==> config.mk <==
export PLATFORM = sky130hd
export DESIGN_NAME = tar_stream_header_parser_core_flat
export DESIGN_NICKNAME = d
export VERILOG_FILES = /design/src/tsp_pkg.sv /design/src/tsp_if.sv /design/src/tsp_parser.sv /design/src/tsp_res_fifo.sv /design/src/tar_stream_header_parser_core.sv /design/src/flat_wrapper.sv
export SDC_FILE = /design/constraint.sdc
export NUM_CORES = 2
export LEC_CHECK = 0
export BUFFER_PORTS_ARGS = -buffer_cell sky130_fd_sc_hd__buf_2
export CORE_MARGIN = 10
export CORE_UTILIZATION = 55
export CTS_CLUSTER_DIAMETER = 40
export CTS_CLUSTER_SIZE = 20
export DETAILED_ROUTE_END_ITERATION = 12
export GPL_TIMING_DRIVEN = 0
export PLACE_DENSITY = 0.73
export REMOVE_ABC_BUFFERS = 1
export SLEW_MARGIN = 20
export SYNTH_ARGS = -nofsm -noshare
export SYNTH_HDL_FRONTEND = slang
export SYNTH_SLANG_ARGS = --single-unit
==> constraint.sdc <==
create_clock -name clk -period 7.49 [get_ports clk]
set_input_delay 0.749 -clock clk [delete_from_list [all_inputs] [get_ports clk]]
set_output_delay 0.749 -clock clk [all_outputs]
set_load 0.1 [all_outputs]
==> src/tsp_pkg.sv <==
// Shared types and constants for the tar stream header parser.
`default_nettype none
package tsp_pkg;

    localparam int BLOCK_BYTES_DEF = 512;
    localparam int RES_DEPTH       = 4;
    localparam int RES_PTR_W       = $clog2(RES_DEPTH);
    localparam int RES_CNT_W       = $clog2(RES_DEPTH + 1);

    // header field offsets within a block
    localparam int OFS_MODE     = 100;
    localparam int OFS_UID      = 108;
    localparam int OFS_GID      = 116;
    localparam int OFS_SIZE     = 124;
    localparam int OFS_MTIME    = 136;
    localparam int OFS_CHKSUM   = 148;
    localparam int OFS_TYPEFLAG = 156;

    // result kinds
    localparam logic [1:0] KIND_ENTRY = 2'd0;
    localparam logic [1:0] KIND_BODY  = 2'd1;
    localparam logic [1:0] KIND_END   = 2'd2;
    localparam logic [1:0] KIND_ERROR = 2'd3;

    // entry types
    localparam logic [2:0] ET_REGULAR  = 3'd0;
    localparam logic [2:0] ET_HARDLINK = 3'd1;
    localparam logic [2:0] ET_SYMLINK  = 3'd2;
    localparam logic [2:0] ET_DIR      = 3'd3;
    localparam logic [2:0] ET_OTHER    = 3'd4;

    // error codes
    localparam logic [1:0] ERR_NONE     = 2'd0;
    localparam logic [1:0] ERR_TRUNC    = 2'd1;
    localparam logic [1:0] ERR_CHECKSUM = 2'd2;
    localparam logic [1:0] ERR_TYPEFLAG = 2'd3;

    typedef struct packed {
        logic [1:0]  kind;
        logic [2:0]  entry_type;
        logic [35:0] entry_size;
        logic [23:0] entry_mode;
        logic [35:0] entry_mtime;
        logic [23:0] owner_id;
        logic [23:0] group_id;
        logic [7:0]  body_byte;
        logic        body_last;
        logic [1:0]  error_code;
        logic        result_last;
    } result_t;

    // up to two results produced by one archive byte
    typedef struct packed {
        logic [1:0] count;
        result_t    first;
        result_t    second;
    } push_t;

endpackage
`default_nettype wire

==> src/tsp_if.sv <==
// Handshake channels: archive byte input and parser result output.
`default_nettype none
interface tsp_byte_if;
    logic       valid;
    logic       ready;
    logic [7:0] data_byte;
    logic       end_of_stream;

    modport source (output valid, data_byte, end_of_stream, input ready);
    modport sink (input valid, data_byte, end_of_stream, output ready);
endinterface

interface tsp_result_if;
    logic        valid;
    logic        ready;
    logic [1:0]  kind;
    logic [2:0]  entry_type;
    logic [35:0] entry_size;
    logic [23:0] entry_mode;
    logic [35:0] entry_mtime;
    logic [23:0] owner_id;
    logic [23:0] group_id;
    logic [7:0]  body_byte;
    logic        body_last;
    logic [1:0]  error_code;
    logic        result_last;

    modport source (output valid, kind, entry_type, entry_size, entry_mode, entry_mtime,
                    owner_id, group_id, body_byte, body_last, error_code, result_last,
                    input ready);
    modport sink (input valid, kind, entry_type, entry_size, entry_mode, entry_mtime,
                  owner_id, group_id, body_byte, body_last, error_code, result_last,
                  output ready);
endinterface
`default_nettype wire

==> src/tsp_parser.sv <==
// Per-byte header parse, checksum, body tracking and result generation.
`default_nettype none
module tsp_parser #(
    parameter int BLOCK_BYTES = tsp_pkg::BLOCK_BYTES_DEF
) (
    input  wire logic          clk,
    input  wire logic          rst_n,
    input  wire logic          fire,
    input  wire logic [7:0]    data_byte,
    input  wire logic          end_of_stream,
    output tsp_pkg::push_t     push
);
    import tsp_pkg::*;

    localparam int OFF_W = $clog2(BLOCK_BYTES);
    localparam logic [OFF_W-1:0] OFF_LAST      = OFF_W'(BLOCK_BYTES - 1);
    localparam logic [OFF_W-1:0] O_MODE        = OFF_W'(OFS_MODE);
    localparam logic [OFF_W-1:0] O_UID         = OFF_W'(OFS_UID);
    localparam logic [OFF_W-1:0] O_GID         = OFF_W'(OFS_GID);
    localparam logic [OFF_W-1:0] O_SIZE        = OFF_W'(OFS_SIZE);
    localparam logic [OFF_W-1:0] O_MTIME       = OFF_W'(OFS_MTIME);
    localparam logic [OFF_W-1:0] O_CHKSUM      = OFF_W'(OFS_CHKSUM);
    localparam logic [OFF_W-1:0] O_TYPEFLAG    = OFF_W'(OFS_TYPEFLAG);

    typedef enum logic [2:0] {
        PH_HEADER, PH_BODY, PH_SKIP, PH_PAD, PH_DONE, PH_ERROR
    } phase_t;

    typedef enum logic [1:0] {
        NUM_PAD, NUM_DIGITS, NUM_STOP
    } num_phase_t;

    phase_t           phase_reg, phase_next;
    num_phase_t       nphase_reg, nphase_next;
    logic [OFF_W-1:0] offset_reg, offset_next;
    logic [16:0]      sum_reg, sum_next;
    logic             zero_reg, zero_next;
    logic [35:0]      accum_reg, accum_next;
    logic [23:0]      chksum_reg, chksum_next;
    logic [35:0]      size_reg, size_next;
    logic [23:0]      mode_reg, mode_next;
    logic [35:0]      mtime_reg, mtime_next;
    logic [23:0]      uid_reg, uid_next;
    logic [23:0]      gid_reg, gid_next;
    logic [7:0]       type_reg, type_next;
    logic [35:0]      remain_reg, remain_next;

    always_comb
    begin
        logic [OFF_W-1:0] off;
        logic [OFF_W-1:0] next_off;
        logic [35:0]      acc;
        num_phase_t       np;
        logic             start;
        logic             pax;
        logic             bad_type;
        logic [2:0]       et;
        logic [35:0]      rem_dec;
        logic             main_v;
        logic             eos_v;
        result_t          main_r;
        result_t          eos_r;

        off      = offset_reg;
        next_off = (off == OFF_LAST) ? '0 : off + OFF_W'(1);

        phase_next  = phase_reg;
        nphase_next = nphase_reg;
        offset_next = offset_reg;
        sum_next    = sum_reg;
        zero_next   = zero_reg;
        accum_next  = accum_reg;
        chksum_next = chksum_reg;
        size_next   = size_reg;
        mode_next   = mode_reg;
        mtime_next  = mtime_reg;
        uid_next    = uid_reg;
        gid_next    = gid_reg;
        type_next   = type_reg;
        remain_next = remain_reg;

        acc      = '0;
        np       = NUM_PAD;
        start    = 1'b0;
        pax      = 1'b0;
        bad_type = 1'b0;
        et       = ET_OTHER;
        rem_dec  = remain_reg;
        main_v   = 1'b0;
        eos_v    = 1'b0;
        main_r   = '0;
        eos_r    = '0;

        if (fire && (phase_reg == PH_HEADER || phase_reg == PH_BODY ||
                     phase_reg == PH_SKIP || phase_reg == PH_PAD))
        begin
            case (phase_reg)
                PH_HEADER:
                begin
                    if (data_byte != 8'd0)
                    begin
                        zero_next = 1'b0;
                    end
                    // checksum field counts as spaces
                    if (off >= O_CHKSUM && off < O_TYPEFLAG)
                    begin
                        sum_next = sum_reg + 17'h20;
                    end
                    else
                    begin
                        sum_next = sum_reg + {9'd0, data_byte};
                    end

                    if (off >= O_MODE && off < O_TYPEFLAG)
                    begin
                        start = (off == O_MODE) || (off == O_UID) || (off == O_GID) ||
                                (off == O_SIZE) || (off == O_MTIME) || (off == O_CHKSUM);
                        acc = start ? '0 : accum_reg;
                        np  = start ? NUM_PAD : nphase_reg;
                        if (np == NUM_PAD && (data_byte == 8'h20 || data_byte == 8'h00))
                        begin
                            np = NUM_PAD;
                        end
                        else if (np != NUM_STOP && data_byte[7:3] == 5'b00110)
                        begin
                            acc = {acc[32:0], data_byte[2:0]};
                            np  = NUM_DIGITS;
                        end
                        else
                        begin
                            np = NUM_STOP;
                        end
                        accum_next  = acc;
                        nphase_next = np;

                        if (off == O_UID - OFF_W'(1))
                        begin
                            mode_next = acc[23:0];
                        end
                        if (off == O_GID - OFF_W'(1))
                        begin
                            uid_next = acc[23:0];
                        end
                        if (off == O_SIZE - OFF_W'(1))
                        begin
                            gid_next = acc[23:0];
                        end
                        if (off == O_MTIME - OFF_W'(1))
                        begin
                            size_next = acc;
                        end
                        if (off == O_CHKSUM - OFF_W'(1))
                        begin
                            mtime_next = acc;
                        end
                        if (off == O_TYPEFLAG - OFF_W'(1))
                        begin
                            chksum_next = acc[23:0];
                        end
                    end

                    if (off == O_TYPEFLAG)
                    begin
                        type_next = data_byte;
                    end

                    if (off == OFF_LAST)
                    begin
                        case (type_reg) inside
                            8'h78, 8'h58:           begin pax = 1'b1; et = ET_OTHER; end
                            8'h00, 8'h30:           et = ET_REGULAR;
                            8'h31:                  et = ET_HARDLINK;
                            8'h32:                  et = ET_SYMLINK;
                            8'h35:                  et = ET_DIR;
                            8'h33, 8'h34, 8'h36, 8'h37: et = ET_OTHER;
                            default:                bad_type = 1'b1;
                        endcase

                        if (zero_next)
                        begin
                            main_v      = 1'b1;
                            main_r.kind = KIND_END;
                            phase_next  = PH_DONE;
                        end
                        else if ({7'd0, sum_next} != chksum_reg)
                        begin
                            main_v            = 1'b1;
                            main_r.kind       = KIND_ERROR;
                            main_r.error_code = ERR_CHECKSUM;
                            phase_next        = PH_ERROR;
                        end
                        else if (bad_type)
                        begin
                            main_v            = 1'b1;
                            main_r.kind       = KIND_ERROR;
                            main_r.error_code = ERR_TYPEFLAG;
                            phase_next        = PH_ERROR;
                        end
                        else
                        begin
                            if (!pax)
                            begin
                                main_v             = 1'b1;
                                main_r.kind        = KIND_ENTRY;
                                main_r.entry_type  = et;
                                main_r.entry_size  = size_reg;
                                main_r.entry_mode  = mode_reg;
                                main_r.entry_mtime = mtime_reg;
                                main_r.owner_id    = uid_reg;
                                main_r.group_id    = gid_reg;
                            end
                            remain_next = size_reg;
                            if (size_reg == '0)
                            begin
                                phase_next = PH_HEADER;
                            end
                            else if (!pax && et == ET_REGULAR)
                            begin
                                phase_next = PH_BODY;
                            end
                            else
                            begin
                                phase_next = PH_SKIP;
                            end
                        end
                    end
                end

                PH_BODY, PH_SKIP:
                begin
                    if (remain_reg != '0)
                    begin
                        rem_dec = remain_reg - 36'd1;
                    end
                    remain_next = rem_dec;
                    if (phase_reg == PH_BODY)
                    begin
                        main_v           = 1'b1;
                        main_r.kind      = KIND_BODY;
                        main_r.body_byte = data_byte;
                        main_r.body_last = (rem_dec == '0);
                    end
                    if (rem_dec == '0)
                    begin
                        phase_next = (next_off == '0) ? PH_HEADER : PH_PAD;
                    end
                end

                PH_PAD:
                begin
                    if (next_off == '0)
                    begin
                        phase_next = PH_HEADER;
                    end
                end

                default:
                begin
                    phase_next = phase_reg;
                end
            endcase

            offset_next = next_off;
            if (next_off == '0)
            begin
                sum_next  = '0;
                zero_next = 1'b1;
            end

            if (end_of_stream && phase_next != PH_DONE && phase_next != PH_ERROR)
            begin
                eos_v = 1'b1;
                if (phase_next == PH_HEADER && zero_next)
                begin
                    eos_r.kind = KIND_END;
                    phase_next = PH_DONE;
                end
                else
                begin
                    eos_r.kind       = KIND_ERROR;
                    eos_r.error_code = ERR_TRUNC;
                    phase_next       = PH_ERROR;
                end
            end
        end

        eos_r.result_last = 1'b1;
        main_r.result_last = !eos_v;

        push.count  = {1'b0, main_v} + {1'b0, eos_v};
        push.first  = main_v ? main_r : eos_r;
        push.second = eos_r;
    end

    always_ff @(posedge clk or negedge rst_n)
    begin
        if (!rst_n)
        begin
            phase_reg  <= PH_HEADER;
            nphase_reg <= NUM_PAD;
            offset_reg <= '0;
            sum_reg    <= '0;
            zero_reg   <= 1'b1;
            accum_reg  <= '0;
            chksum_reg <= '0;
            size_reg   <= '0;
            mode_reg   <= '0;
            mtime_reg  <= '0;
            uid_reg    <= '0;
            gid_reg    <= '0;
            type_reg   <= '0;
            remain_reg <= '0;
        end
        else
        begin
            phase_reg  <= phase_next;
            nphase_reg <= nphase_next;
            offset_reg <= offset_next;
            sum_reg    <= sum_next;
            zero_reg   <= zero_next;
            accum_reg  <= accum_next;
            chksum_reg <= chksum_next;
            size_reg   <= size_next;
            mode_reg   <= mode_next;
            mtime_reg  <= mtime_next;
            uid_reg    <= uid_next;
            gid_reg    <= gid_next;
            type_reg   <= type_next;
            remain_reg <= remain_next;
        end
    end

endmodule
`default_nettype wire

==> src/tsp_res_fifo.sv <==
// Result queue: takes up to two results per cycle, delivers one per cycle.
`default_nettype none
module tsp_res_fifo (
    input  wire logic                       clk,
    input  wire logic                       rst_n,
    input  tsp_pkg::push_t                  push,
    input  wire logic                       pop,
    output tsp_pkg::result_t                head,
    output logic                            not_empty,
    output logic [tsp_pkg::RES_CNT_W-1:0]   level
);
    import tsp_pkg::*;

    result_t               slot_reg [RES_DEPTH];
    logic [RES_PTR_W-1:0]  wr_ptr_reg, wr_ptr_next;
    logic [RES_PTR_W-1:0]  rd_ptr_reg, rd_ptr_next;
    logic [RES_CNT_W-1:0]  count_reg, count_next;

    always_comb
    begin
        wr_ptr_next = wr_ptr_reg + RES_PTR_W'(push.count);
        rd_ptr_next = rd_ptr_reg + RES_PTR_W'(pop);
        count_next  = count_reg + RES_CNT_W'(push.count) - RES_CNT_W'(pop);
    end

    always_ff @(posedge clk)
    begin
        if (push.count != 2'd0)
        begin
            slot_reg[wr_ptr_reg] <= push.first;
        end
        if (push.count == 2'd2)
        begin
            slot_reg[wr_ptr_reg + RES_PTR_W'(1)] <= push.second;
        end
    end

    always_ff @(posedge clk or negedge rst_n)
    begin
        if (!rst_n)
        begin
            wr_ptr_reg <= '0;
            rd_ptr_reg <= '0;
            count_reg  <= '0;
        end
        else
        begin
            wr_ptr_reg <= wr_ptr_next;
            rd_ptr_reg <= rd_ptr_next;
            count_reg  <= count_next;
        end
    end

    assign head      = slot_reg[rd_ptr_reg];
    assign not_empty = (count_reg != '0);
    assign level     = count_reg;

endmodule
`default_nettype wire

==> src/tar_stream_header_parser_core.sv <==
// Top level of the tar stream header parser.
// Accepts one archive byte per cycle and emits entry descriptors, regular-file body
// bytes, a clean end or an error. Each byte passes an input register, then the
// parser updates its state and writes zero, one or two results into a four-entry
// result queue, whose head is offered at the result port.
// Sustained rate is one byte per cycle while results are taken every cycle; a byte
// that yields two results (a descriptor or body byte plus an end or error) hands
// them to the single-result output port one after the other. Input stalls while
// the queue has fewer than two free entries. After a clean end or an error the
// block is silent until reset.
`default_nettype none
module tar_stream_header_parser_core #(
    parameter int BLOCK_BYTES = tsp_pkg::BLOCK_BYTES_DEF
) (
    input  wire logic     clk,
    input  wire logic     rst_n,
    tsp_byte_if.sink      archive,
    tsp_result_if.source  result
);
    import tsp_pkg::*;

    logic                 stage_valid_reg, stage_valid_next;
    logic [7:0]           stage_byte_reg;
    logic                 stage_eos_reg;
    logic                 room;
    logic                 fire;
    logic                 take;
    logic [RES_CNT_W-1:0] level;
    logic                 not_empty;
    push_t                push;
    result_t              head;

    assign room = (level <= RES_CNT_W'(RES_DEPTH - 2));
    assign fire = stage_valid_reg && room;
    assign archive.ready = !stage_valid_reg || room;
    assign take = archive.valid && archive.ready;

    always_comb
    begin
        stage_valid_next = stage_valid_reg;
        if (take)
        begin
            stage_valid_next = 1'b1;
        end
        else if (fire)
        begin
            stage_valid_next = 1'b0;
        end
    end

    always_ff @(posedge clk or negedge rst_n)
    begin
        if (!rst_n)
        begin
            stage_valid_reg <= 1'b0;
        end
        else
        begin
            stage_valid_reg <= stage_valid_next;
        end
    end

    always_ff @(posedge clk)
    begin
        if (take)
        begin
            stage_byte_reg <= archive.data_byte;
            stage_eos_reg  <= archive.end_of_stream;
        end
    end

    tsp_parser #(
        .BLOCK_BYTES (BLOCK_BYTES)
    ) u_parser (
        .clk           (clk),
        .rst_n         (rst_n),
        .fire          (fire),
        .data_byte     (stage_byte_reg),
        .end_of_stream (stage_eos_reg),
        .push          (push)
    );

    tsp_res_fifo u_fifo (
        .clk       (clk),
        .rst_n     (rst_n),
        .push      (push),
        .pop       (result.valid && result.ready),
        .head      (head),
        .not_empty (not_empty),
        .level     (level)
    );

    assign result.valid       = not_empty;
    assign result.kind        = head.kind;
    assign result.entry_type  = head.entry_type;
    assign result.entry_size  = head.entry_size;
    assign result.entry_mode  = head.entry_mode;
    assign result.entry_mtime = head.entry_mtime;
    assign result.owner_id    = head.owner_id;
    assign result.group_id    = head.group_id;
    assign result.body_byte   = head.body_byte;
    assign result.body_last   = head.body_last;
    assign result.error_code  = head.error_code;
    assign result.result_last = head.result_last;

endmodule
`default_nettype wire

==> src/flat_wrapper.sv <==
// flat-port wrapper written by rule: the top's interface ports become plain ports
module tar_stream_header_parser_core_flat import tsp_pkg::*;
#(
    parameter int BLOCK_BYTES = tsp_pkg::BLOCK_BYTES_DEF
)
  (clk, rst_n, archive_valid, archive_data_byte, archive_end_of_stream, archive_ready, result_valid, result_kind, result_entry_type, result_entry_size, result_entry_mode, result_entry_mtime, result_owner_id, result_group_id, result_body_byte, result_body_last, result_error_code, result_result_last, result_ready);
  tsp_byte_if archive_i ();
  tsp_result_if result_i ();
  input  wire logic clk;
  input  wire logic rst_n;
  input wire logic [$bits(archive_i.valid)-1:0] archive_valid;
  input wire logic [$bits(archive_i.data_byte)-1:0] archive_data_byte;
  input wire logic [$bits(archive_i.end_of_stream)-1:0] archive_end_of_stream;
  output wire logic [$bits(archive_i.ready)-1:0] archive_ready;
  output wire logic [$bits(result_i.valid)-1:0] result_valid;
  output wire logic [$bits(result_i.kind)-1:0] result_kind;
  output wire logic [$bits(result_i.entry_type)-1:0] result_entry_type;
  output wire logic [$bits(result_i.entry_size)-1:0] result_entry_size;
  output wire logic [$bits(result_i.entry_mode)-1:0] result_entry_mode;
  output wire logic [$bits(result_i.entry_mtime)-1:0] result_entry_mtime;
  output wire logic [$bits(result_i.owner_id)-1:0] result_owner_id;
  output wire logic [$bits(result_i.group_id)-1:0] result_group_id;
  output wire logic [$bits(result_i.body_byte)-1:0] result_body_byte;
  output wire logic [$bits(result_i.body_last)-1:0] result_body_last;
  output wire logic [$bits(result_i.error_code)-1:0] result_error_code;
  output wire logic [$bits(result_i.result_last)-1:0] result_result_last;
  input wire logic [$bits(result_i.ready)-1:0] result_ready;
  assign archive_i.valid = archive_valid;
  assign archive_i.data_byte = archive_data_byte;
  assign archive_i.end_of_stream = archive_end_of_stream;
  assign archive_ready = archive_i.ready;
  assign result_valid = result_i.valid;
  assign result_kind = result_i.kind;
  assign result_entry_type = result_i.entry_type;
  assign result_entry_size = result_i.entry_size;
  assign result_entry_mode = result_i.entry_mode;
  assign result_entry_mtime = result_i.entry_mtime;
  assign result_owner_id = result_i.owner_id;
  assign result_group_id = result_i.group_id;
  assign result_body_byte = result_i.body_byte;
  assign result_body_last = result_i.body_last;
  assign result_error_code = result_i.error_code;
  assign result_result_last = result_i.result_last;
  assign result_i.ready = result_ready;
  tar_stream_header_parser_core #(.BLOCK_BYTES(BLOCK_BYTES)) u_core (.clk(clk), .rst_n(rst_n), .archive(archive_i), .result(result_i));
endmodule
# Word level (Yosys, flattened, before mapping)
# Memory sizes are Yosys's and may differ from the RTL's.
# Cells that the tools add are included.
# Widths: inputs -> output; s select.
# classes
add_sub_neg	10
magnitude_cmp	4
eq_ne	38
muxes	102
reduce_logical	55
# ops
op	n
$mux 147	5
$mux 36	10
$mux 161	1
$mux 160	1
$mux 149	1
$mux 17	5
$eq 8x6->1 const B	9
$logic_not 36->1	2
$pmux 36 s2	1
$eq 9x7->1 const B	7
$eq 9x8->1 const B	6
$mux 3	17
$mux 1	40
$reduce_bool 36->1	1
$sub 36x1->36 const B	1
$mux 2	15
$mux 9	3
$ne 17x24->1	1
$reduce_and 4->1	6
$add 17x6->17 const B	1
$add 17x8->17	1
$eq 8x7->1 const B	2
$logic_not 8->1	2
$logic_and 1x1->1	12
34 further kinds	59
# word_totals
register_bits	297
ramBits	644
output_inout_bits	163
elab_cells	230
memories	1
# mem_list
memory	words	word_bits	read_ports	rd_ports_with_merged_regs	write_ports	line	rtl
u_core.u_fifo.slot_reg	4	161	1	0	2	tsp_res_fifo.sv:14	result_t slot_reg [RES_DEPTH];

# Longest topological paths before layout
# logic_depth
ltp_word	28
ltp_mapped	22
mapped_depth_nobuf	20

# Hierarchy
# From an unflattened synthesis, not the netlist that was laid out.
# unflattened
cells_unflattened	3568
area_unflattened_um2	49299.8
# modules_own_cells
mod	instances	cells_each	area_per_inst_um2	seq_area_each_um2
tsp_res_fifo	1	1595	32040.7	19513.7
tsp_parser	1	1956	16923.7	7008.0
tar_stream_header_parser_core	1	17	335.3	295.3

# Worst setup path before layout
# No wires, ideal clock.
# synth_timing
path_kind	flip-flop to flip-flop
from	register u_core.stage_byte_reg[0]
to	memory u_core.u_fifo.slot_reg[0][100] in the netlist's numbering
setup_time_ns	0.060
arrival_time_ns	4.910
t_required_ns	7.430
setup_slack_ns	2.520
path_stages_with_launch	20
path_buffers	3
synth_period_minus_slack_ns	4.970
cell_sequence	edfxtp_1 -> ha_1 -> inv_1 -> fa_1 -> nor2b_1 -> o31ai_2 -> a21boi_2 -> a21oi_1 -> nor3_1 -> xnor2_1 -> nand4_2 -> o31ai_1 -> nand3_1 -> ha_1 -> or3_1 -> clkbuf_1 -> nor2_1 -> buf_2 -> buf_1 -> a22o_1
# synth_rtl
item	line	rtl
start, declared	tar_stream_header_parser_core.sv:23	logic [7:0] stage_byte_reg;
start signal, assigned	tar_stream_header_parser_core.sv:67	stage_byte_reg <= archive.data_byte;
end, declared	tsp_res_fifo.sv:14	

==> impl_metrics.csv <==
group,metric,value,unit
synth,synthDistinctLibCells,89,
placement,dp_hpwl,76600,µm
route,drt-initial-drc-count,2688,
clock_network,clk_pin_slew,0.06,ns
worst_setup_path,worstPathCellList,"ha_1 -> inv_1 -> fa_1 -> nor2b_1 -> o31ai_2 -> a21boi_2 -> a21oi_1 -> nor3_1 -> xnor2_1 -> nand4_2 -> o31ai_1 -> nand3_1 -> ha_1 -> nand3b_1 -> nor2_4 -> buf_12 -> buf_16 -> buf_16 -> buf_16 -> a22o_1",
global_route,antenna_found_initial,1,
clock_network,root_buffer,"clkbuf_16",
clock_network,cts_buffer_depth,3,
synth,yosys.area_share.simple,8.47,%
route,postRouteAntennaNets,0,
clock_network,cts_resized,0,
timing,slew_headroom,22.7,%
synth,synth_top_cell_by_area,"dfxtp_1",
placement,dp_slack,0.651,ns
worst_setup_path,crit_family,"simple AND/OR/NAND/NOR gates",
synth,netlist_instances,3367,
placement,portBuffers,175,
synth,seq_area_frac_synth,53.3,%
floorplan,die_area,80900,µm²
synth,yosys-top-cells-area,"dfxtp_1 (33%), dfrtp_1 (19%), a22o_1 (14%), mux4_2 (9.4%), o21ai_0 (3.3%)",
clock_network,cts_inserted_buffers,120,
power,vdd.ir_drop.worst,0.270,mV
worst_hold_path,min_path_type,"in -> async",
synth,yosysWarnings,0,
synth,synthFlopType,"dfxtp_1",
global_route,grtUsageTotal,27.5,%
route,drt_wl_total,115000,µm
route,wl_per_cell,25.4,µm
worst_setup_path,critPathArrivalTime,7.53,ns
final_layout,n_antenna_cell,0,
timing,clock_skew,0.0390,ns
route,vias_per_cell,6.58,
synth,synth-xor-area-share,0.797,%
worst_setup_path,cpMostUsedCell,"buf_16",
worst_setup_path,required,8.11,ns
worst_setup_path,end_kind,"register",
power,p_leak,18.7,nW
synth,async_reset_ff_share,30.6,%
global_route,grt_start_max_net_pins,94,
timing,rsz0062_at_grt,"false",
final_layout,final_util,66.3,%
floorplan,core_area,68900,µm²
clock_network,cts_max_level,3,
worst_setup_path,path_class,"reg -> reg",
route,num_vias,29699,
timing,hold_violations,0,
route,firstDrtPassIters,6,
final_layout,n_fill_cell,5003,
synth,synth.top_cell.area_share,32.9,%
final_layout,layout-drive-gt1-share,20.5,%
timing,finalCritPeriodShare,92.2,%
outcome,outcome,"completed",
synth,synth_edf_count,21,
timing,finalSetupViolCount,0,
timing,max_freq,145,MHz
clock_network,clock_latency,0.69,ns
worst_setup_path,cp.depth,20,
synth,synth-seq-cells,941,
synth,synth_fa_ha_area_share,0.813,%
synth,synth_top_family_by_area,"compound AO/OA/AOI/OAI gates",
worst_setup_path,critPathLaunchType,"register",
floorplan,die_h,284,µm
clock_network,postCtsSetupBuffers,0,
worst_setup_path,path_buf_inv,5,
timing,min_period,6.91,ns
clock_network,numClockSinks,941,
route,drc_errors,0,
placement,gp_congestion,0.931,
synth,synth.area.mux_share,11.4,%
timing,fin_ws,0.582,ns
power,p_per_area,315,nW/µm²
synth,mappedNetlistArea,38500,µm²
final_layout,fin_nets,3510,
timing,worst-slew-pin-transition,1.15,ns
final_layout,synthToLayoutAreaGrowth,18.9,%
worst_setup_path,worst_path_max_delay_cell,"nor2_4",
clock_network,hold_buffers,0,
synth,syn_avg_cell_area,11.4,µm²
floorplan,rows,96,
flow_run,max-cap-violations,0,
floorplan,io_pins,176,
worst_setup_path,max_stage_delay,0.76,ns
global_route,grt_pass1_vias,30061,
floorplan,fp.dieW,284,µm
worst_setup_path,worstPathMaxFanout,22,
clock_network,cts_tree,"yes",
timing,slew_violations,0,
final_layout,largest_reg_flops,644,
floorplan,initial_core_util,55.8,%
worst_setup_path,r2r.worst_path.cells,20,
global_route,overflow,0,
global_route,grt_pass1_wl,179000,µm
synth,synth_compound_gate_area_share,21.9,%
-- cells by family after synthesis --
logic type | after synthesis
AOI/OAI and AO/OA | 1121
DFF | 941
and+or+nand+nor | 685
buffers and inverters | 330
muxes | 231
xor gates and xnor gates | 35
adders and majority gates | 24
-- placed cells by master (no fill, tap or decap), types with 36 or more instances in the layout --
master     count
buf_16        36
dfxtp_1      632
dfrtp_1      285
nand3_1       44
a21oi_1       80
nor2_1       114
o21ai_0      256
buf_2        174
nand2_1      297
inv_1         55
mux2_2        42
mux4_2       161
nor3_1        51
clkbuf_16    123
a22o_1       633
-- power breakdown --
group	internal, mW	switching, mW
Combinational	1.03	1.67
Sequential	5.20	0.340
Clock	3.72	2.45
Total	9.96	4.46
-- through the flow --
stage	cell area, µm²	total power [mW]	hold slack, ns	TNS, ns	std cells
after floorplan	37400	7.52	0.420	-1007.32	3092
after global placement	39400	8.27	0.432	-6089.12	4198
after detailed placement	41300	8.32	0.443	0	4282
after CTS	45700	14.5	0.0516	0	4510
after global routing	45700	14.9	0.0681	0	4511
final	45700	14.4	0.0365	0	4511
-- synth_stat cells (5+ instances only) --
| cell type | number |
|---|---|
| mux4_2 | 161 |
| a22oi_1 | 7 |
| or3_1 | 14 |
| nor2b_1 | 13 |
| nor4_1 | 27 |
| nand2b_1 | 13 |
| nor3_1 | 53 |
| o22a_1 | 16 |
| and4_1 | 11 |
| and2_1 | 16 |
| a211oi_1 | 6 |
| xor2_1 | 13 |
| or4_1 | 6 |
| edfxtp_1 | 21 |
| dfxtp_1 | 632 |
| o22ai_1 | 13 |
| buf_2 | 23 |
| a31oi_1 | 18 |
| inv_1 | 55 |
| xnor2_1 | 22 |
| nor2_1 | 121 |
| dfrtp_1 | 287 |
| ha_1 | 21 |
| nand3_1 | 44 |
| a22o_1 | 633 |
| mux2_2 | 42 |
| a21o_1 | 9 |
| o21ai_0 | 256 |
| nand4_1 | 16 |
| clkbuf_1 | 210 |
| o211ai_1 | 8 |
| buf_1 | 39 |
| or2_2 | 7 |
| o31ai_1 | 14 |
| a21oi_1 | 81 |
| mux2i_1 | 28 |
| and3_1 | 8 |
| nor3b_1 | 5 |
| nand3b_1 | 6 |
| nand2_1 | 299 |
-- worst reg2reg max path, cell delays in order, from the launching register on --
cell	delay, ns
edfxtp_1	0.58
ha_1	0.25
inv_1	0.05
fa_1	0.42
nor2b_1	0.23
o31ai_2	0.13
a21boi_2	0.42
a21oi_1	0.30
nor3_1	0.36
xnor2_1	0.19
nand4_2	0.30
o31ai_1	0.58
nand3_1	0.38
ha_1	0.42
nand3b_1	0.48
nor2_4	0.76
buf_12	0.28
buf_16	0.21
buf_16	0.18
buf_16	0.18
a22o_1	0.16
-- cell type report --
class | instances | area [µm²] | share of cell area [%]
clock buffer | 135 | 3190 | 6.98
clock inverter | 93 | 1220 | 2.66
inverter | 55 | 206 | 0.451
multi-input combinational | 2096 | 16800 | 36.7
sequential | 941 | 20500 | 44.8
tap | 931 | 1160 | 2.55
timing repair buffer | 260 | 2660 | 5.82
-- metal layers --
layer  wire length [µm]  global-route usage, %  part of all wire [%]
met4               3300                   8.97                   2.9
met3               7530                   4.15                   6.6
met5                  0                      0                     0
met2              56100                   45.7                    49
met1              47700                   36.7                    42
-- worst paths after layout --
path                                         startpoint                             to  slack, ns
max                            u_core.stage_byte_reg[0]  u_core.u_fifo.slot_reg[3][21]       0.58
max reg2reg                    u_core.stage_byte_reg[0]  u_core.u_fifo.slot_reg[3][21]       0.58
min in group clk                   archive_data_byte[1]       u_core.stage_byte_reg[1]       0.24
max in group asynchronous                         rst_n     u_core.u_parser.uid_reg[9]       6.19
min reg2reg                u_core.u_fifo.slot_reg[1][2]   u_core.u_fifo.slot_reg[1][2]       0.45
min                                               rst_n    u_core.u_fifo.rd_ptr_reg[0]       0.04
Note: power is estimated with default switching activity, not from simulation.
